<file path="config.mk">
export PLATFORM = sky130hd
export DESIGN_NAME = phg_front
export DESIGN_NICKNAME = d
export VERILOG_FILES = /design/src/rtl/phg_pkg.sv /design/src/rtl/phg_front.sv
export SDC_FILE = /design/constraint.sdc
export NUM_CORES = 2
export LEC_CHECK = 0
export ABC_AREA = 0
export BUFFER_PORTS_ARGS = -buffer_cell sky130_fd_sc_hd__clkbuf_2
export CELL_PAD_IN_SITES_DETAIL_PLACEMENT = 0
export CELL_PAD_IN_SITES_GLOBAL_PLACEMENT = 1
export CORE_ASPECT_RATIO = 0.5
export CORE_MARGIN = 8
export CORE_UTILIZATION = 52
export DETAILED_ROUTE_END_ITERATION = 12
export GPL_TIMING_DRIVEN = 0
export PLACE_DENSITY = 0.82
export SLEW_MARGIN = 20
export SYNTH_ARGS = -nofsm -noshare
export SYNTH_HDL_FRONTEND = slang
export SYNTH_SLANG_ARGS = --single-unit
</file>
<file path="constraint.sdc">
create_clock -name clk -period 19.8 [get_ports clk]
set_input_delay 1.98 -clock clk [delete_from_list [all_inputs] [get_ports clk]]
set_output_delay 1.98 -clock clk [all_outputs]
set_load 0.02 [all_outputs]
</file>
<file path="src/rtl/phg_pkg.sv">
`default_nettype none
// ============================================================================
// phg_pkg: shared types and constants for pursuit heading guidance
// Holds the transaction payload types, register indexes, reset values, the
// CORDIC arctangent table and the record passed from front end to back end.
// ============================================================================
package phg_pkg;

    // Default number of CORDIC micro-rotations.
    localparam int CORDIC_STEPS_DEF = 16;

    // Datapath widths.
    localparam int COORD_W = 32;
    localparam int DIFF_W  = 33;
    localparam int ANGLE_W = 16;
    localparam int DIST_W  = 32;
    localparam int GAIN_W  = 16;
    localparam int ACC_W   = 32;
    localparam int VEC_W   = 60;   // CORDIC x/y, difference scaled by 2^24 plus growth
    localparam int SQ_W    = 64;
    localparam int CFG_IDX_W = 2;
    localparam int CFG_DAT_W = 32;

    // Configuration register indexes.
    typedef enum logic [CFG_IDX_W-1:0] {
        REG_STEER_GAIN     = 2'd0,
        REG_CAPTURE_RADIUS = 2'd1
    } cfg_index_t;

    // Register reset values.
    localparam logic [GAIN_W-1:0] STEER_GAIN_RST     = 16'd6554;
    localparam logic [DIST_W-1:0] CAPTURE_RADIUS_RST = 32'd196608;

    // Largest sum of squares whose root still fits in 32 bits: (2^32-1)^2.
    localparam logic [SQ_W:0] SQ_LIMIT = 65'h0_FFFF_FFFE_0000_0001;

    // Arctangent of 2^-i in units of 2^-32 of a full turn.
    localparam logic [ACC_W-1:0] ATAN_UNITS [32] = '{
        32'h20000000, 32'h12E4051E, 32'h09FB385B, 32'h051111D4,
        32'h028B0D43, 32'h0145D7E1, 32'h00A2F61E, 32'h00517C55,
        32'h0028BE53, 32'h00145F2F, 32'h000A2F98, 32'h000517CC,
        32'h00028BE6, 32'h000145F3, 32'h0000A2FA, 32'h0000517D,
        32'h000028BE, 32'h0000145F, 32'h00000A30, 32'h00000518,
        32'h0000028C, 32'h00000146, 32'h000000A3, 32'h00000051,
        32'h00000029, 32'h00000014, 32'h0000000A, 32'h00000005,
        32'h00000003, 32'h00000001, 32'h00000001, 32'h00000000
    };

    // Input transaction payload.
    typedef struct packed {
        logic signed [COORD_W-1:0] chaser_x;
        logic signed [COORD_W-1:0] chaser_y;
        logic signed [COORD_W-1:0] goal_x;
        logic signed [COORD_W-1:0] goal_y;
    } in_item_t;

    // Output transaction payload.
    typedef struct packed {
        logic signed [ANGLE_W-1:0] new_heading;
        logic signed [ANGLE_W-1:0] bearing;
        logic        [DIST_W-1:0]  commanded_speed;
        logic                      intercepted;
    } out_item_t;

    // Configuration register values.
    typedef struct packed {
        logic [GAIN_W-1:0] steer_gain;
        logic [DIST_W-1:0] capture_radius;
    } cfg_t;

    // Work record handed from the front end to the back end.
    typedef struct packed {
        logic signed [DIFF_W-1:0] dx;
        logic signed [DIFF_W-1:0] dy;
        logic        [SQ_W-1:0]   sum_sq;
        logic                     far;        // distance saturates
        logic                     coincident; // dx = dy = 0
    } work_t;

    // Queue status seen by both sides.
    typedef struct packed {
        logic full;
        logic empty;
    } q_stat_t;

endpackage
`default_nettype wire

</file>
<file path="src/rtl/phg_front.sv">
`default_nettype none
// ============================================================================
// phg_front: input front end
// Accepts a transaction, forms the coordinate differences, squares them and
// classifies the item (coincident points, saturating distance) before
// queueing it for the back end.
// ============================================================================
module phg_front (
    input  wire logic                clk,
    input  wire logic                rst_n,
    input  wire logic                in_valid,
    output logic                     in_ready,
    input  wire phg_pkg::in_item_t   in_item,
    output logic                     push,
    output phg_pkg::work_t           push_data,
    input  wire phg_pkg::q_stat_t    stat
);

    typedef enum logic [3:0] {
        F_IDLE = 4'b0001,
        F_DIFF = 4'b0010,
        F_SQR  = 4'b0100,
        F_PUSH = 4'b1000
    } front_state_t;

    front_state_t                     state_reg;
    front_state_t                     state_next;
    phg_pkg::in_item_t                item_reg;
    logic signed [phg_pkg::DIFF_W-1:0] dx_reg;
    logic signed [phg_pkg::DIFF_W-1:0] dy_reg;
    logic [phg_pkg::DIFF_W-1:0]       ax_reg;
    logic [phg_pkg::DIFF_W-1:0]       ay_reg;
    logic [phg_pkg::SQ_W-1:0]         ax2_reg;
    logic [phg_pkg::SQ_W-1:0]         ay2_reg;
    logic signed [phg_pkg::DIFF_W-1:0] dx_w;
    logic signed [phg_pkg::DIFF_W-1:0] dy_w;
    logic [phg_pkg::SQ_W:0]           sum_w;

    // Differences are exact in 33 bits.
    assign dx_w = $signed({item_reg.goal_x[31], item_reg.goal_x})
                - $signed({item_reg.chaser_x[31], item_reg.chaser_x});
    assign dy_w = $signed({item_reg.goal_y[31], item_reg.goal_y})
                - $signed({item_reg.chaser_y[31], item_reg.chaser_y});

    assign sum_w = {1'b0, ax2_reg} + {1'b0, ay2_reg};

    assign in_ready = (state_reg == F_IDLE);
    assign push     = (state_reg == F_PUSH) && !stat.full;

    // Work record: saturate when a magnitude or the sum of squares is too big.
    always_comb
    begin
        push_data.dx         = dx_reg;
        push_data.dy         = dy_reg;
        push_data.sum_sq     = sum_w[phg_pkg::SQ_W-1:0];
        push_data.far        = ax_reg[phg_pkg::DIFF_W-1] || ay_reg[phg_pkg::DIFF_W-1]
                             || (sum_w > phg_pkg::SQ_LIMIT);
        push_data.coincident = (dx_reg == '0) && (dy_reg == '0);
    end

    // Sequencer.
    always_comb
    begin
        state_next = state_reg;
        unique case (state_reg)
            F_IDLE:
            begin
                if (in_valid)
                begin
                    state_next = F_DIFF;
                end
            end
            F_DIFF:
            begin
                state_next = F_SQR;
            end
            F_SQR:
            begin
                state_next = F_PUSH;
            end
            F_PUSH:
            begin
                if (!stat.full)
                begin
                    state_next = F_IDLE;
                end
            end
            default:
            begin
                state_next = F_IDLE;
            end
        endcase
    end

    always_ff @(posedge clk or negedge rst_n)
    begin
        if (!rst_n)
        begin
            state_reg <= F_IDLE;
        end
        else
        begin
            state_reg <= state_next;
        end
    end

    // Datapath registers.
    always_ff @(posedge clk)
    begin
        if (in_valid && in_ready)
        begin
            item_reg <= in_item;
        end
        if (state_reg == F_DIFF)
        begin
            dx_reg <= dx_w;
            dy_reg <= dy_w;
            ax_reg <= dx_w[phg_pkg::DIFF_W-1] ? 33'(-dx_w) : 33'(dx_w);
            ay_reg <= dy_w[phg_pkg::DIFF_W-1] ? 33'(-dy_w) : 33'(dy_w);
        end
        if (state_reg == F_SQR)
        begin
            ax2_reg <= ax_reg[31:0] * ax_reg[31:0];
            ay2_reg <= ay_reg[31:0] * ay_reg[31:0];
        end
    end

endmodule
`default_nettype wire

</file>
Word level (Yosys, flattened, before mapping)
Index checks and enable logic that the tools add are counted.
{ "word_totals": {"register_bits": 392, "in_bits": 133, "out_inout_bits": 134, "elab_cells": 41} }
{ "classes": {"add_sub_neg": 5, "mul": 2, "magnitude_cmp": 1, "eq_ne": 6, "n_mux": 5, "n_reduce_logical": 9} }
{ "ops": {"columns": ["op", "n"], "rows": [
  ["multiplier 32 x 32 -> 64 bit", 2],
  ["logical NOT 33 bit", 2],
  ["negation 33 bit", 2],
  ["subtractor 32 x 32 -> 33 bit", 2],
  ["adder 64 x 64 -> 65 bit", 1],
  ["greater-than comparator 65 x 64 -> 1 bit (second input constant)", 1],
  ["two-way mux 32 bit", 2],
  ["case mux 4 bit (4 select lines)", 1],
  ["two-way mux 4 bit", 2],
  ["equality test 4 x 1 -> 1 bit (second input constant)", 1],
  ["equality test 4 x 2 -> 1 bit (second input constant)", 1],
  ["equality test 4 x 3 -> 1 bit (second input constant)", 1],
  ["equality test 4 bit (second input constant)", 1],
  ["inequality test 2 bit (second input constant)", 2],
  ["logical AND 1 bit", 3],
  ["logical OR 1 bit", 2],
  ["AND reduction 2 bit", 1],
  ["logical NOT 1 bit", 1]
]} }

Logic depth before layout (Yosys ltp)
{ "logic_depth": {"depth_word": 3, "mapped_depth": 32, "mapped_depth_nobuf": 30} }

Worst setup path after synthesis
OpenSTA, ideal clock, no wires.
{ "synth_path": {"kind": "flip-flop to flip-flop", "startpoint": "register state_reg[1]", "endpoint": "register ax_reg[10] (netlist name), enable pin", "setup_time_ns": 0.982, "arrival_ns": 13.754, "required_ns": 18.818, "path_slack_ns": 5.064, "path_stages_with_launch": 2, "n_path_buf": 0, "synth_period_minus_slack_ns": 14.736, "cell_sequence": "dfrtp_1 nor4b_1"} }
{ "synth_via": {"elab_chain_cells": 1} }
{ "synth_rtl": {"columns": ["element", "line_no", "source"], "rows": [
  ["from (decl)", "phg_front.sv:26", "front_state_t state_reg;"],
  ["from (signal assigned)", "phg_front.sv:103", "state_reg <= state_next;"],
  ["equality test 4 x 2 -> 1 bit", "phg_front.sv:114", "if (state_reg == F_DIFF)"],
  ["to (signal assigned)", "phg_front.sv:118", "ax_reg <= dx_w[phg_pkg::DIFF_W-1] ? 33'(-dx_w) : 33'(dx_w);"],
  ["to (decl)", "phg_front.sv:31", "logic [phg_pkg::DIFF_W-1:0] ax_reg;"]
]} }
No other way between the ends.
A chain may end at the register's enable or synchronous reset.

Worst setup path after layout
{ "layout_path": {"startpoint": "register ax_reg[14] (netlist name)", "endpoint": "register ax2_reg[62] (netlist name) (data pin)"} }
{ "layout_via": {"elab_chain_cells": 1} }
{ "layout_rtl": {"columns": ["element", "line_no", "source"], "rows": [
  ["multiplier 32 x 32 -> 64 bit", "phg_front.sv:123", "ax2_reg <= ax_reg[31:0] * ax_reg[31:0];"],
  ["to (signal assigned)", "phg_front.sv:123", null],
  ["to (decl)", "phg_front.sv:33", "logic [phg_pkg::SQ_W-1:0] ax2_reg;"]
]} }
No other way between the ends.

==> qor_table.md <==
| Metric | Reported | Unit |
| --- | --- | --- |
| Routability-driven placement congestion ratio | 1.019 | - |
| Crit. End Element | register | - |
| Filler cell count | 13.65k | - |
| TNS Setup | 0 | ns |
| Slowest-stage cell, CP | sky130_fd_sc_hd__clkbuf_1 | - |
| Cell taking the most area after synthesis | sky130_fd_sc_hd__fa_1 | - |
| CP max FO | 10 | - |
| Worst stage delay on the critical path | 0.95 | ns |
| Run status | finished, final reports clean | - |
| Count of buffers from port buffering | 265 | - |
| Synth top area cells | sky130_fd_sc_hd__fa_1, sky130_fd_sc_hd__edfxtp_1, sky130_fd_sc_hd__ha_1 | - |
| Post-synthesis cell type count | 95 | - |
| Register cell area after layout | 11630 | sq um |
| Antenna-violating nets left | 0 | - |
| Worst Path Arrival | 11.40 | ns |
| Most used DFF post-synth | sky130_fd_sc_hd__edfxtp_1 | - |
| Path type of the worst setup path | reg -> reg | - |
| Syn avg cell area | 9.844 | sq um |
| Proportion of synthesized flip-flops having asynchronous set or reset | 1.031 | % |
| Critical path data required time | 20.06 | ns |
| Final hold violations | 0 | - |
| Number of pins with negative max-slew slack in the final report | 0 | - |
| Worst relative slew slack | 12.13 | % |
| Layout cells sized above 1 | 5.401 | % |
| Total routing usage reported by global routing | 30.60 | % |
| Pin count of the biggest net entering global routing | 62 | - |
| DP Wirelength | 208300 | um |
| CTS Hold Buffers Added | 0 | - |
| Warning count from the yosys run | 0 | - |
| Effective utilization at floorplan | 52.23 | % |
| Hold Crit Class | reg -> reg | - |
| Average wire length per cell after detail routing | 24.18 | um |
| Max FFs per register | 128 | - |
| Count of max-cap constraint violations | 0 | - |
| Layout net count | 10.82k | - |
| Die Span Y | 291.6 | um |
| Achievable clock frequency | 0.08980 | GHz |
| CTS resizes | 0 | - |
| Number of global-route vias before repair | 60.64k | - |
| Setup repair after global routing missed its margin | false | - |
| Number of core rows | 101 | - |
| GRT Residual Overflow | 0 | - |
| Synth Register Bits | 388 | - |
| Final number of setup-violating endpoints | 0 | - |
| Count of unresolved DRC violations after routing | 0 | - |
| Number of buffers inserted during clock tree synthesis | 42 | - |
| Most repeated library cell on the critical path | sky130_fd_sc_hd__fa_1 | - |
| Fraction of the yosys area taken by sequential cells | 14.72 | % |
| Largest clock skew in the final design | 0.05425 | ns |
| Net Count, Synth | 10.47k | - |
| Die X | 567.3 | um |
| Final instance area | 84630 | sq um |
| Detailed router's first-iteration violation count | 5238 | - |
| CTS clk-pin slew, worst paths | 0.06 | ns |
| Global-route wire length before repair | 380100 | um |
| Instance count of the mapped netlist | 8026 | - |
| Floorplan core area | 151300 | sq um |
| Pre-antenna DRT Iters | 6 | - |
| Detailed Route WL | 252100 | um |
| Clock Latency Late Sink | 0.64 | ns |
| Fraction of synthesized cell area taken by the top area cell type | 40.21 | % |
| Clock buffer depth | 3 | - |
| Count of flip-flops with a built-in enable after synthesis | 384 | - |
| Top-level port count | 267 | - |
| Post-CTS setup buffer count | 0 | - |
| Depth of the CTS H-tree | 2 | - |
| Master cell of the clock root buffer | sky130_fd_sc_hd__clkbuf_16 | - |
| Cell area after placement | 83170 | sq um |
| Area occupied by multi-input gates | 58480 | sq um |
| Dominant cell by count in the synthesized netlist | sky130_fd_sc_hd__inv_1 | - |
| Via-per-instance ratio | 5.505 | - |
| Portion of the clock cycle consumed by the worst path in the final layout | 56.24 | % |
| Clock sink count | 388 | - |
| Die Outline Area | 165400 | sq um |
| Antenna violations before repair | 12 | - |
| Top cell types by occurrence after synthesis | sky130_fd_sc_hd__inv_1, sky130_fd_sc_hd__fa_1, sky130_fd_sc_hd__ha_1 | - |
| Slew of the pin with the lowest slew margin | 1.285 | ns |
| Startpoint Class | register | - |
| Post-route minimum period | 11.14 | ns |
| Layout-stage area growth over the synthesis result | 7.118 | % |
| Cell area after synthesis | 79010 | sq um |
| Routed vias | 57.40k | - |
| Clock tree from TritonCTS | yes | - |
-- kinds of logic after synthesis --
family,share of synthesized area (%)
multiplexers,0.1045
AO/OA/AOI/OAI,7.288
AND/OR/NAND/NOR,10.95
buffers and inverters,11.28
adder cells (fa/ha/maj),51.63
XOR/XNOR,4.024
flip-flops,14.72
-- stage by stage --
stage	hold WS (ns)	cells	setup slack (ns)	util (%)
after global placement	0.5200	10300	-2.176	54.77
after detailed placement	0.5523	10340	8.970	54.98
after global routing	0.5762	10410	8.136	55.93
final	0.5643	10430	8.664	55.95
after CTS	0.5625	10410	8.882	55.92
after floorplan	0.4886	8026	5.064	-
-- worst max-delay path: cells and delay by family, from the launching register on --
| kind | cells | cell delay (ns) |
|---|---|---|
| buf+inv | 6 | 2.06 |
| simple gates | 2 | 0.55 |
| fa+ha+maj | 9 | 4.50 |
| flops | 1 | 0.71 |
| compound gates | 10 | 2.91 |
-- metal layers --
layer	up-vias	share of wire, %	global-route usage (%)
met2	2674	43	46.89
met4	8	4.5	11.45
met1	28820	41	41.75
li1	25380	-	-
met5	-	0.022	0
met3	517	11	8.424
-- cell type report --
cell class	count	share of cell area, %
antenna	14	0.04139
buffer	268	1.229
clock buffer	49	1.273
clock inverter	26	0.4006
inverter	2099	9.309
multi-input combinational	5271	69.10
sequential	388	13.74
tap	2008	2.969
timing repair buffer	305	1.934
-- worst paths after layout --
kind,startpoint,endpoint,slack (ns),depth (start not counted)
worst max-delay path,ax_reg[14]$_DFFE_PN_,ax2_reg[62]$_DFFE_PP_,8.66,27
worst min-delay path,state_reg[2]$_DFFE_PN0P_,state_reg[2]$_DFFE_PN0P_,0.56,1
worst max register to register,ax_reg[14]$_DFFE_PN_,ax2_reg[62]$_DFFE_PP_,8.66,27
worst min register to register,state_reg[2]$_DFFE_PN0P_,state_reg[2]$_DFFE_PN0P_,0.56,1
max in group asynchronous,rst_n,state_reg[0]$_DFFE_PN1P_,18.45,1
min in group asynchronous,rst_n,state_reg[1]$_DFFE_PN0P_,1.14,1
-- cell usage in the layout (no fill, tap or decap), types with 206 or more instances in the layout --
cell type                  count
sky130_fd_sc_hd__clkbuf_1    262
sky130_fd_sc_hd__fa_1       1587
sky130_fd_sc_hd__nand2_1     632
sky130_fd_sc_hd__and2_1      487
sky130_fd_sc_hd__clkbuf_2    269
sky130_fd_sc_hd__ha_1        721
sky130_fd_sc_hd__nor2_1      206
sky130_fd_sc_hd__a21oi_1     270
sky130_fd_sc_hd__edfxtp_1    384
sky130_fd_sc_hd__inv_1      2097
sky130_fd_sc_hd__xnor2_1     215
Power is not shown: default switching activity piles up to over one toggle a cycle in this logic, so the estimate is an artifact.
