$ cat config.mk
export PLATFORM = sky130hd
export DESIGN_NAME = phg_queue
export DESIGN_NICKNAME = d
export VERILOG_FILES = /design/src/rtl/phg_pkg.sv /design/src/rtl/phg_queue.sv
export SDC_FILE = /design/constraint.sdc
export NUM_CORES = 1
export LEC_CHECK = 0
export BUFFER_PORTS_ARGS = -buffer_cell sky130_fd_sc_hd__buf_4
export CORE_MARGIN = 2
export CORE_UTILIZATION = 52
export DETAILED_ROUTE_END_ITERATION = 12
export MAX_ROUTING_LAYER = met4
export PLACE_DENSITY = 0.81
export SLEW_MARGIN = 20
export SYNTH_ARGS = -nofsm -noshare
export SYNTH_HDL_FRONTEND = slang
export SYNTH_SLANG_ARGS = --single-unit
$ cat constraint.sdc
create_clock -name clk -period 9.3 [get_ports clk]
set_input_delay 2.325 -clock clk [delete_from_list [all_inputs] [get_ports clk]]
set_output_delay 2.325 -clock clk [all_outputs]
set_load 0.1 [all_outputs]
$ cat src/rtl/phg_pkg.sv
`default_nettype none
// ============================================================================
// phg_pkg: shared types and constants for pursuit heading guidance
// Holds the transaction payload types, register indexes, reset values, the
// CORDIC arctangent table and the record passed from front end to back end.
// ============================================================================
package phg_pkg;

    // Default number of CORDIC micro-rotations.
    localparam int CORDIC_STEPS_DEF = 16;

    // Datapath widths.
    localparam int COORD_W = 32;
    localparam int DIFF_W  = 33;
    localparam int ANGLE_W = 16;
    localparam int DIST_W  = 32;
    localparam int GAIN_W  = 16;
    localparam int ACC_W   = 32;
    localparam int VEC_W   = 60;   // CORDIC x/y, difference scaled by 2^24 plus growth
    localparam int SQ_W    = 64;
    localparam int CFG_IDX_W = 2;
    localparam int CFG_DAT_W = 32;

    // Configuration register indexes.
    typedef enum logic [CFG_IDX_W-1:0] {
        REG_STEER_GAIN     = 2'd0,
        REG_CAPTURE_RADIUS = 2'd1
    } cfg_index_t;

    // Register reset values.
    localparam logic [GAIN_W-1:0] STEER_GAIN_RST     = 16'd6554;
    localparam logic [DIST_W-1:0] CAPTURE_RADIUS_RST = 32'd196608;

    // Largest sum of squares whose root still fits in 32 bits: (2^32-1)^2.
    localparam logic [SQ_W:0] SQ_LIMIT = 65'h0_FFFF_FFFE_0000_0001;

    // Arctangent of 2^-i in units of 2^-32 of a full turn.
    localparam logic [ACC_W-1:0] ATAN_UNITS [32] = '{
        32'h20000000, 32'h12E4051E, 32'h09FB385B, 32'h051111D4,
        32'h028B0D43, 32'h0145D7E1, 32'h00A2F61E, 32'h00517C55,
        32'h0028BE53, 32'h00145F2F, 32'h000A2F98, 32'h000517CC,
        32'h00028BE6, 32'h000145F3, 32'h0000A2FA, 32'h0000517D,
        32'h000028BE, 32'h0000145F, 32'h00000A30, 32'h00000518,
        32'h0000028C, 32'h00000146, 32'h000000A3, 32'h00000051,
        32'h00000029, 32'h00000014, 32'h0000000A, 32'h00000005,
        32'h00000003, 32'h00000001, 32'h00000001, 32'h00000000
    };

    // Input transaction payload.
    typedef struct packed {
        logic signed [COORD_W-1:0] chaser_x;
        logic signed [COORD_W-1:0] chaser_y;
        logic signed [COORD_W-1:0] goal_x;
        logic signed [COORD_W-1:0] goal_y;
    } in_item_t;

    // Output transaction payload.
    typedef struct packed {
        logic signed [ANGLE_W-1:0] new_heading;
        logic signed [ANGLE_W-1:0] bearing;
        logic        [DIST_W-1:0]  commanded_speed;
        logic                      intercepted;
    } out_item_t;

    // Configuration register values.
    typedef struct packed {
        logic [GAIN_W-1:0] steer_gain;
        logic [DIST_W-1:0] capture_radius;
    } cfg_t;

    // Work record handed from the front end to the back end.
    typedef struct packed {
        logic signed [DIFF_W-1:0] dx;
        logic signed [DIFF_W-1:0] dy;
        logic        [SQ_W-1:0]   sum_sq;
        logic                     far;        // distance saturates
        logic                     coincident; // dx = dy = 0
    } work_t;

    // Queue status seen by both sides.
    typedef struct packed {
        logic full;
        logic empty;
    } q_stat_t;

endpackage
`default_nettype wire

$ cat src/rtl/phg_queue.sv
`default_nettype none
// ============================================================================
// phg_queue: two-entry work queue
// Decouples the front end from the back end so that each stalls on its own.
// ============================================================================
module phg_queue (
    input  wire logic            clk,
    input  wire logic            rst_n,
    input  wire logic            push,
    input  wire phg_pkg::work_t  push_data,
    input  wire logic            pop,
    output phg_pkg::work_t       head,
    output phg_pkg::q_stat_t     stat
);

    phg_pkg::work_t entry_reg [2];
    logic           wr_ptr_reg;
    logic           rd_ptr_reg;
    logic [1:0]     count_reg;
    logic           do_push;
    logic           do_pop;

    assign do_push    = push && (count_reg != 2'd2);
    assign do_pop     = pop && (count_reg != 2'd0);
    assign head       = entry_reg[rd_ptr_reg];
    assign stat.full  = (count_reg == 2'd2);
    assign stat.empty = (count_reg == 2'd0);

    // Pointers and fill count.
    always_ff @(posedge clk or negedge rst_n)
    begin
        if (!rst_n)
        begin
            wr_ptr_reg <= 1'b0;
            rd_ptr_reg <= 1'b0;
            count_reg  <= 2'd0;
        end
        else
        begin
            if (do_push)
            begin
                wr_ptr_reg <= ~wr_ptr_reg;
            end
            if (do_pop)
            begin
                rd_ptr_reg <= ~rd_ptr_reg;
            end
            if (do_push && !do_pop)
            begin
                count_reg <= count_reg + 2'd1;
            end
            else if (do_pop && !do_push)
            begin
                count_reg <= count_reg - 2'd1;
            end
        end
    end

    // Entry storage.
    always_ff @(posedge clk)
    begin
        if (do_push)
        begin
            entry_reg[wr_ptr_reg] <= push_data;
        end
    end

endmodule
`default_nettype wire

Word level (Yosys, flattened, before mapping)

Memories as Yosys holds them, arrays and structs flattened.
Index checks and enable logic that the tools add are counted.
Widths: inputs -> output; s select.

Bitwise operators: 2
Equality and inequality tests: 2
Reductions and logical operators: 9
Multiplexer cells: 4
Add/sub/neg operators: 2

Operator list:

| kind                | number |
|---|---|
| $logic_and 1x1->1   | 4 |
| $mux 2              | 2 |
| $reduce_bool 2->1   | 2 |
| $add 2x1->2 const B | 1 |
| $eq 2x2->1 const B  | 1 |
| $logic_not 1->1     | 2 |
| $logic_not 2->1     | 1 |
| $mux 1              | 2 |
| $ne 2x2->1 const B  | 1 |
| $not 1->1           | 2 |
| $sub 2x1->2 const B | 1 |

Memory bits (writable): 264
Output and inout port bits: 134
Register bits after elaboration: 4
Word-level logic and storage cells: 23
Memories kept: 1
Input bits: 136

Memories:

| name      | depth | width | rd ports | clocked after Yosys merged registers in | wr ports | RTL line        | source |
|---|---|---|---|---|---|---|---|
| entry_reg | 2     | 132   | 1        | 0                                       | 1        | phg_queue.sv:16 | `phg_pkg::work_t entry_reg [2];` |

Logic depth before layout (Yosys ltp)

Gate-level depths: netlist of the first run.

Word-level depth: 6
Mapped depth: 7
Mapped depth without buffers: 7

Least setup slack after synthesis of the first run

No wires, ideal clock.

Path type: input to register
Start point: input port push
End point: memory entry_reg[0][0] (netlist bit), enable pin
Stages: 2
Slack: 778 ps
Buffers on the path: 0
Library setup time: 625 ps
Required time: 8675 ps
Arrival: 7898 ps
Path through: nand2_1 nor2_1

Cells in the longest elaborated chain, start to end: 3

RTL lines:

| item                         | RTL line        | source |
|---|---|---|
| from (decl)                  | phg_queue.sv:9  | `input wire logic push,` |
| $logic_and 1x1->1            | phg_queue.sv:23 | `assign do_push = push && (count_reg != 2'd2);` |
| $mux 1                       | phg_queue.sv:62 | `if (do_push)` |
| $mux 1 (not written as such) | phg_queue.sv:64 | `entry_reg[wr_ptr_reg] <= push_data;` |
| to (decl)                    | phg_queue.sv:16 |  |

No other way between the ends.

==> results.txt, run 1 <==
Counting instances, the worst hold path has a depth of 1. The number of standard cells in the layout, taps in and fillers out is a little under 1000. The max-slew headroom at the worst pin is 30.8%.

The minimum clock period came out at 5.10 ns. The total track usage is 18.4%. The instance count of the mapped netlist is 430. By instance count, the leading cell after synthesis is sky130_fd_sc_hd__edfxtp_1. The number of nets handed over by synthesis was 567. The total number of clock tree sinks is 268. The worst setup path is launched from a flop. The measured slew at the worst slew-check pin came out at 1.04 ns.

The initial antenna violation count came to 0. The critical path is of the reg2out type. The clock buffer count from CTS is 26. Ranked by total cell area, the synthesized netlist is headed by sky130_fd_sc_hd__edfxtp_1 79%, sky130_fd_sc_hd__mux2_4 11%, sky130_fd_sc_hd__mux2_2 7.0%, sky130_fd_sc_hd__buf_6 1.0%, sky130_fd_sc_hd__dfrtp_1 1.0%. At the end of routability-driven placement, the weighted congestion stood at 0.756.

The final count of hold timing violations is 0. The area overhead of the layout relative to synthesis came out at 31.5%. The first detailed-routing pass took 4 iterations. The share of the clock period used by the worst path came out at 54.8%. Synthesis inferred 268 register bits. The post-DP HPWL is 12900 µm. After synthesis, flip-flops and latches occupy between 80% and 90% of the total area. The clock arrives with 0.00929 ns of skew. The number of library cell types mapped by synthesis came out at 15. The data required time at the worst endpoint is 6.98 ns. The number of enable flip-flop cells after synthesis is 264.

The tree is rooted in a sky130_fd_sc_hd__clkbuf_16. The data arrival time at the worst-slack endpoint is 2.77 ns. The reported max-cap violation count came out at 0. Hold timing on the final database bottoms out at a slack of about 0.54 ns. The H-tree depth reported by CTS came out at 1. The routed via count is roughly 5000. The mapped netlist covers 10000 µm².

The top flip-flop cell by instance count after synthesis is sky130_fd_sc_hd__edfxtp_1. The clock passes through at most 3 buffers. The clock slew at the register clock pins of the worst setup and hold paths is 0.06 ns. The average instance in the mapped netlist occupies around 23 µm². The maximum fanout encountered on the critical timing path is 57. TritonCTS built the clock tree.

In the synthesized netlist, the cells that appear most often are 264 x sky130_fd_sc_hd__edfxtp_1, 70 x sky130_fd_sc_hd__mux2_4, 62 x sky130_fd_sc_hd__mux2_2. For this run the aggregate overflow at the end of global routing stands at 0. The routed design has 19100 µm of wire. The remaining antenna violation count is 0. The run finished with clean final reports.

The synthesized design spends more area on one cell type than any other, namely sky130_fd_sc_hd__edfxtp_1. The vias per cell came out at 5.13. Setup repair after global routing left no endpoint under its margin. The number of placed I/O pins is 270. The standard-cell row count is 50. The number of warnings issued by yosys is 0. The max-slew violation count was 0. The placed instances occupy a cell area of 12200 µm². The largest net degree at the start of global routing is 78. The floorplan die area is 20400 µm².

The number of antenna diodes in the final layout is 0. The final setup violation count came out at 0. In the routed design, unresolved DRC markers number 0. The fraction of final layout cells sized beyond drive strength 1 is 60.7%. The fmax came out at approximately 200 MHz.

The number of port buffers is between 200 and 300. The number of DRC markers in iteration 0 is approximately 270. The number of setup buffers added after CTS is 0. The effective utilization at floorplan came out at a little over half. The number of cells on the worst reg-to-reg path came out at 3. The top cell type by area accounts for 79.2% of the synthesized area. The first-pass GRT wire length is about 28000 µm.

The region available for standard cell placement spans ~19000 µm². The via count of the first global-routing pass was 5173. The post-route cell area is ~13000 µm². Buffers inserted to repair hold after CTS numbered 0.

The placed cell count is 922. The per-cell routed wire length came out at 19.7 µm. The flip-flop count of the largest register, all copies and words added came out at 264. At the later pin of the worst-skew pair, clock insertion delay measures 0.51 ns. The share of async-settable or async-resettable flops after synthesis came out at 1.49%.

The min-delay analysis places its worst path in the category reg2reg. The y dimension of the die is 143 µm. The final net count is 855.

The setup total negative slack came out at 0 ns. The worst setup path is captured at an output pin. The number of gates resized after CTS was 0.

The floorplan step set the die width to 143 µm.
==> cell type report <==
cell class,count,area (µm²)
sequential,268,8030
fill,1166,5610
timing repair buffer,275,2100
multi-input combinational,145,1850
clock buffer,30,687
tap,234,293
clock inverter,18,181
inverter,2,7.51
==> per-layer routing <==
metal	global-route usage (%)	share of wire [%]	vias to the layer above
met3	3.96	8.3	30
met2	31.3	52	223
met4	4.90	1.9	0
met5	-	0	-
met1	22.7	38	2445
li1	-	-	2289
==> through the flow <==
step / setup WS (ns) / utilization (%)
2_1_floorplan: 0.778 / -
3_3_place_gp: 4.20 / 65.2
3_5_place_dp: 4.16 / 65.2
4_1_cts: 3.62 / 69.8
5_1_grt: 4.10 / 70.1
6_report: 4.20 / 70.1
==> placed cells by master, fill, tap and decap left out <==
cell type	instances
sky130_fd_sc_hd__dfrtp_4	1
sky130_fd_sc_hd__edfxtp_1	264
sky130_fd_sc_hd__clkinv_1	7
sky130_fd_sc_hd__mux2_2	62
sky130_fd_sc_hd__clkinv_2	7
sky130_fd_sc_hd__ha_1	1
sky130_fd_sc_hd__bufinv_16	4
sky130_fd_sc_hd__clkbuf_16	27
sky130_fd_sc_hd__clkbuf_1	3
sky130_fd_sc_hd__mux2_4	70
sky130_fd_sc_hd__dfrtp_1	3
sky130_fd_sc_hd__and3_4	1
sky130_fd_sc_hd__buf_4	273
sky130_fd_sc_hd__nor2_4	1
sky130_fd_sc_hd__xor2_1	2
sky130_fd_sc_hd__buf_16	2
sky130_fd_sc_hd__nor2_1	2
sky130_fd_sc_hd__xnor2_1	3
sky130_fd_sc_hd__nand2_1	1
sky130_fd_sc_hd__inv_1	2
sky130_fd_sc_hd__nand2b_1	1
sky130_fd_sc_hd__o21ai_0	1
==> final timing paths <==
| path | slack [ns] | startpoint | endpoint |
|---|---|---|---|
| setup / recovery | 4.20 | rd_ptr_reg | head[34] |
| hold / removal | 0.54 | count_reg[1] | count_reg[1] |
| setup reg to reg | 6.61 | count_reg[0] | entry_reg[1][107] |
| hold reg to reg | 0.54 | count_reg[1] | count_reg[1] |
| max in group asynchronous | 7.57 | rst_n | rd_ptr_reg |
| min in group asynchronous | 1.61 | rst_n | wr_ptr_reg |
==> critical path: stages (launching register included) <==
cell                      delay, ns
sky130_fd_sc_hd__dfrtp_4       0.70
sky130_fd_sc_hd__buf_4         0.83
sky130_fd_sc_hd__mux2_2        0.43
sky130_fd_sc_hd__buf_4         0.23
==> kinds of logic (layout without fill, tap and decap cells) <==
group           after synthesis  after routing  synth area share (%)
xor+xnor                      5              5                 0.438
mux                         132            132                  17.5
compound gates                1              1                0.0500
buf+inv                      17            325                  1.39
fa+ha+maj                     1              1                 0.125
simple gates                  6              6                 0.275
flops                       268            268                  80.2
Power of run 1 is not shown: default switching activity piles up to over one toggle a cycle in this logic, so the estimate is an artifact.
==> run 2, diff against run 1 <==
--- a/config.mk
+++ b/config.mk
@@ -5,12 +5,13 @@
 export SDC_FILE = /design/constraint.sdc
 export NUM_CORES = 1
 export LEC_CHECK = 0
+export ABC_AREA = 1
 export BUFFER_PORTS_ARGS = -buffer_cell sky130_fd_sc_hd__buf_4
 export CORE_MARGIN = 2
-export CORE_UTILIZATION = 52
+export CORE_UTILIZATION = 47
 export DETAILED_ROUTE_END_ITERATION = 12
 export MAX_ROUTING_LAYER = met4
-export PLACE_DENSITY = 0.81
+export PLACE_DENSITY = 0.78
 export SLEW_MARGIN = 20
 export SYNTH_ARGS = -nofsm -noshare
 export SYNTH_HDL_FRONTEND = slang
==> constraint.sdc (replaced) <==
create_clock -name clk -period 4.6 [get_ports clk]
set_input_delay 1.15 -clock clk [delete_from_list [all_inputs] [get_ports clk]]
set_output_delay 1.15 -clock clk [all_outputs]
set_load 0.1 [all_outputs]
==> run 2 against run 1 <==
Compared with the run above:
- sequential share of layout area is 1.0 points higher
- hold slack worse by 0.12 ns
- non-clock buffer count did not move
- clock-buffer cell count grew 4
- first-iteration DRC count is 44% higher
- register-to-register slack got worse by 4.2 ns
- clock skew is 0.0021 ns lower
- design area shrank 1.6%
- setup slack lost 3.0 ns
- global-route usage increased by 0.17 points
- final cell count is 32% higher
- core utilization shrank 6.7 points
- largest cell class unchanged
==> results.txt, run 2 <==
The minimum clock period came out at 3.36 ns. The fraction of final layout cells sized beyond drive strength 1 came out at 31.3% (was 60.7%). The final count of hold timing violations is 0 (unchanged). The detailed-router iteration count before antenna repair came out at 5 (was 4). The total nets after synthesis came out at 858 (was 567). The final setup violation count is 0 (unchanged).

The mean area per synthesized cell came out at 13.7 µm² (was 23.3 µm²). The maximum clock skew at final layout is 0.00720 ns (was 0.00929 ns). The number of warnings issued by yosys came to 0 (unchanged). Outcome: finished clean (unchanged). The global-route track usage on met1 is 21.4% (was 22.7%). The top flip-flop cell by instance count after synthesis is sky130_fd_sc_hd__edfxtp_1 (unchanged). The maximum number of buffers from clock root to sink came out at 3 (unchanged). Commonest cells post-synth: 405 x sky130_fd_sc_hd__nand2_1, 264 x sky130_fd_sc_hd__edfxtp_1, 12 x sky130_fd_sc_hd__buf_2 (was 264 x sky130_fd_sc_hd__edfxtp_1, 70 x sky130_fd_sc_hd__mux2_4, 62 x sky130_fd_sc_hd__mux2_2).

The met2 usage came out at 31.7% (was 31.3%). The per-cell routed wire length is 16.1 µm (was 19.7 µm). The root buffer selected by CTS was sky130_fd_sc_hd__clkbuf_16 (unchanged). The synthesized-area fraction occupied by ao, oa, aoi and oai cells was 0.101% (was 0.0500%).

The area of the mapped netlist is 9860 µm² (was 10000 µm²). The share of the clock period used by the worst path is between 70% and 80%. The busiest layer in global routing is met2 (unchanged). The routed via count came out at 6226 (was 4987).

The setup total negative slack is 0 ns (unchanged). Largest cells by area after synthesis: sky130_fd_sc_hd__edfxtp_1 80%, sky130_fd_sc_hd__nand2_1 15%, sky130_fd_sc_hd__dfrtp_1 1.0%, sky130_fd_sc_hd__buf_6 0.91%, sky130_fd_sc_hd__buf_4 0.69% (was sky130_fd_sc_hd__edfxtp_1 79%, sky130_fd_sc_hd__mux2_4 11%, sky130_fd_sc_hd__mux2_2 7.0%, sky130_fd_sc_hd__buf_6 1.0%, sky130_fd_sc_hd__dfrtp_1 1.0%). The area overhead of the layout relative to synthesis came to 31.2% (was 31.5%).

The max-slew violation count is 0 (unchanged). The overall overflow remaining after global route is 0 (unchanged). The dominant combinational cell family by area after synthesis was simple AND/OR/NAND/NOR gates (was multiplexers). Most used cells in the layout excluding fill and tap cells: 405 x sky130_fd_sc_hd__nand2_1, 272 x sky130_fd_sc_hd__buf_4, 264 x sky130_fd_sc_hd__edfxtp_1 (was 273 x sky130_fd_sc_hd__buf_4, 264 x sky130_fd_sc_hd__edfxtp_1, 70 x sky130_fd_sc_hd__mux2_4). The capturing instance or port of the critical path is head[72] (was head[34]). The clock buffer count from CTS came out at 27 (was 26). The total track usage is 18.6% (was 18.4%). The met3 capacity usage during global routing is 3.91% (was 3.96%). The total of flip-flops plus latches after synthesis is 268 (unchanged). The post-synthesis sequential area ratio came out at 81.4% (was 80.2%).

Static timing analysis puts the maximum clock frequency at 298 MHz. The adder-cell share of the synthesized area came out at 0.127% (was 0.125%). The cell taking the most area after synthesis was sky130_fd_sc_hd__edfxtp_1 (unchanged). The effective utilization at floorplan is 48.3% (was 53.3%). The number of port buffers was 269 (unchanged).

The path category of the worst min-delay check is in2async (was reg2reg). The number of library cell types mapped by synthesis was 15 (unchanged). The remaining antenna violation count came out at 0 (unchanged). The path length in cells of the critical path came out at 5 (was 3).

The classification of the worst setup path is reg2out (unchanged). The kind of cell adding the most delay to the critical path is buffers and inverters (unchanged). The reported max-cap violation count was 0 (unchanged). The number of enable flip-flop cells after synthesis is 264 (unchanged). The startpoint of the worst register-to-register path is count_reg[1] (was count_reg[0]).

The number of buffers inserted by hold repair at cts came out at 0 (unchanged). The simple-gate portion of the synthesized area came out at 15.8% (was 0.275%). The number of placed I/O pins came out at 270 (unchanged). The y dimension of the die is 149 µm (was 143 µm). The most common library cell in the layout ignoring fill and taps is sky130_fd_sc_hd__nand2_1 (was sky130_fd_sc_hd__buf_4).

The buffer count from post-CTS setup fixing was 0 (unchanged). The placed cell count came out at 1237 (was 922). The reg2reg setup slack is 2.41 ns (was 6.61 ns). The reg-to-reg critical path endpoint is entry_reg[0][60] (was entry_reg[1][107]). The weighted congestion at the end of routability-driven global placement came out at 0.792 (was 0.756). Cell breakdown of the critical path: inv_4 -> buf_4 -> nand2_1 -> nand2_1 -> buf_4 (was buf_4 -> mux2_2 -> buf_4).

The delay contributed by the slowest stage of the critical path is 0.49 ns (was 0.83 ns). The data required time at the worst endpoint came out at 3.45 ns (was 6.98 ns). The number of gates given a new drive strength after cts was 0 (unchanged). The total number of clock tree sinks came to 268 (unchanged). The first-pass GRT wire length is 31000 µm (was 27900 µm). The critical path's slowest cell is sky130_fd_sc_hd__dfrtp_4 (was sky130_fd_sc_hd__buf_4). The flip-flop count of the largest register, all copies and words added is 264 (unchanged).

The core area is 20400 µm² (was 18800 µm²). The wire length after detailed routing is 20800 µm (was 19100 µm). The clock slew at the register clock pins of the worst setup and hold paths came out at 0.06 ns (about the same).

The die width came out at 149 µm (was 143 µm). The initial antenna violation count is 1 (was 0). The number of cells on the worst reg-to-reg path came to 6 (was 3). The number of DRC markers in iteration 0 came to 393 (was 272). The standard-cell row count came out at 52 (was 50). The vias per cell was 4.84 (was 5.13).

The maximum fanout encountered on the critical timing path came out at 35 (was 57). The post-DP HPWL is 13200 µm (was 12900 µm). The max-slew headroom at the worst pin came out at 46.2% (was 30.8%). The largest net degree at the start of global routing came to 133 (was 78). The data arrival time at the worst-slack endpoint came out at 2.21 ns (was 2.77 ns). The DRC violation count after routing came to 0 (unchanged). The XOR/XNOR share of the synthesized area came out at 0.0888% (was 0.438%). Unrepaired setup endpoints after global routing: no (unchanged). The via count of the first global-routing pass is 6137 (was 5173). The final standard cell utilization of the core is 63.4% (was 70.1%). The share of async-settable or async-resettable flops after synthesis came out at 1.49% (unchanged).

The origin of the worst setup path was rd_ptr_reg (unchanged). The multiplexer fraction of the synthesized cell area was 0% (was 17.5%). The instance count of the mapped netlist is 721 (was 430). The number of standard cells in the layout, taps in and fillers out came out at 1287 (was 972).

The measured slew at the worst slew-check pin is 0.807 ns (was 1.04 ns). The area share of the leading cell type in the synthesized netlist came to 80.4% (was 79.2%). The latest clock arrival within the worst-skew pair came out at 0.52 ns (was 0.51 ns).

The layout filler cell count is 1459 (was 1166). The launching element type of the critical path is a flop (unchanged). The count of buffering cells on the critical path with inverters included came out at 3 (was 2). The floorplan die area is 22200 µm² (was 20400 µm²). The H-tree depth reported by CTS came to 1 (unchanged).

The TritonCTS clock tree is built (unchanged). The endpoint type of the worst setup path is an output pin (unchanged). The final net count came out at 1133 (was 855).

The leading cell type by number of instances after synthesis is sky130_fd_sc_hd__nand2_1 (was sky130_fd_sc_hd__edfxtp_1).
## run 2: cell types whose count changed after synthesis, moves of 5 or more
cell,delta
sky130_fd_sc_hd__nand2_1,+404
sky130_fd_sc_hd__mux2_4,-70
sky130_fd_sc_hd__mux2_2,-62
sky130_fd_sc_hd__buf_4,+9
sky130_fd_sc_hd__buf_2,+6
sky130_fd_sc_hd__inv_1,+5
## run 2: stage by stage
step	area, µm²	setup slack (ns)	hold slack [ns]
finish	12900	1.24	0.421
global route	12900	1.11	0.409
CTS	12900	1.23	0.403
detailed placement	12100	1.69	0.490
global placement	12100	1.71	0.472
floorplan	9870	0.158	0.449
## run 2: layout make-up
class	count	area (µm²)	area share (%)
Tap cell	270	338	2.61
Multi-Input combinational cell	416	1590	12.3
Timing Repair Buffer	275	2100	16.2
Clock inverter	15	138	1.06
Clock buffer	34	702	5.42
Antenna cell	1	2.50	0.0193
Sequential cell	268	8030	62.0
Inverter	8	37.5	0.290
## run 2: per-layer routing
layer  vias up  wire length (µm)
met5         -                 0
met1      2961              7860
met2       224             10500
met3        59              1470
li1       2982                 -
met4         0               890
## run 2: kinds of logic (layout without fill, tap and decap cells)
group / Yosys count / in the layout
DFF: 268 / 268
other: 0 / 1
xor gates and xnor gates: 1 / 1
buffers and inverters: 37 / 332
AOI/OAI and AO/OA: 2 / 2
and+or+nand+nor: 412 / 412
adders and majority gates: 1 / 1
## run 2: worst min-delay path by stage
stage                         endpoint  depth (start not counted)  slack (ns)       start
final                       rd_ptr_reg                          1        0.42       rst_n
after global routing      count_reg[0]                          1        0.41       rst_n
after CTS                   rd_ptr_reg                          1        0.40       rst_n
after detailed placement    wr_ptr_reg                          2        0.49  wr_ptr_reg
after global placement      wr_ptr_reg                          2        0.47  wr_ptr_reg
after floorplan             wr_ptr_reg                          2        0.45  wr_ptr_reg
Power of run 2 is left out for the same reason.
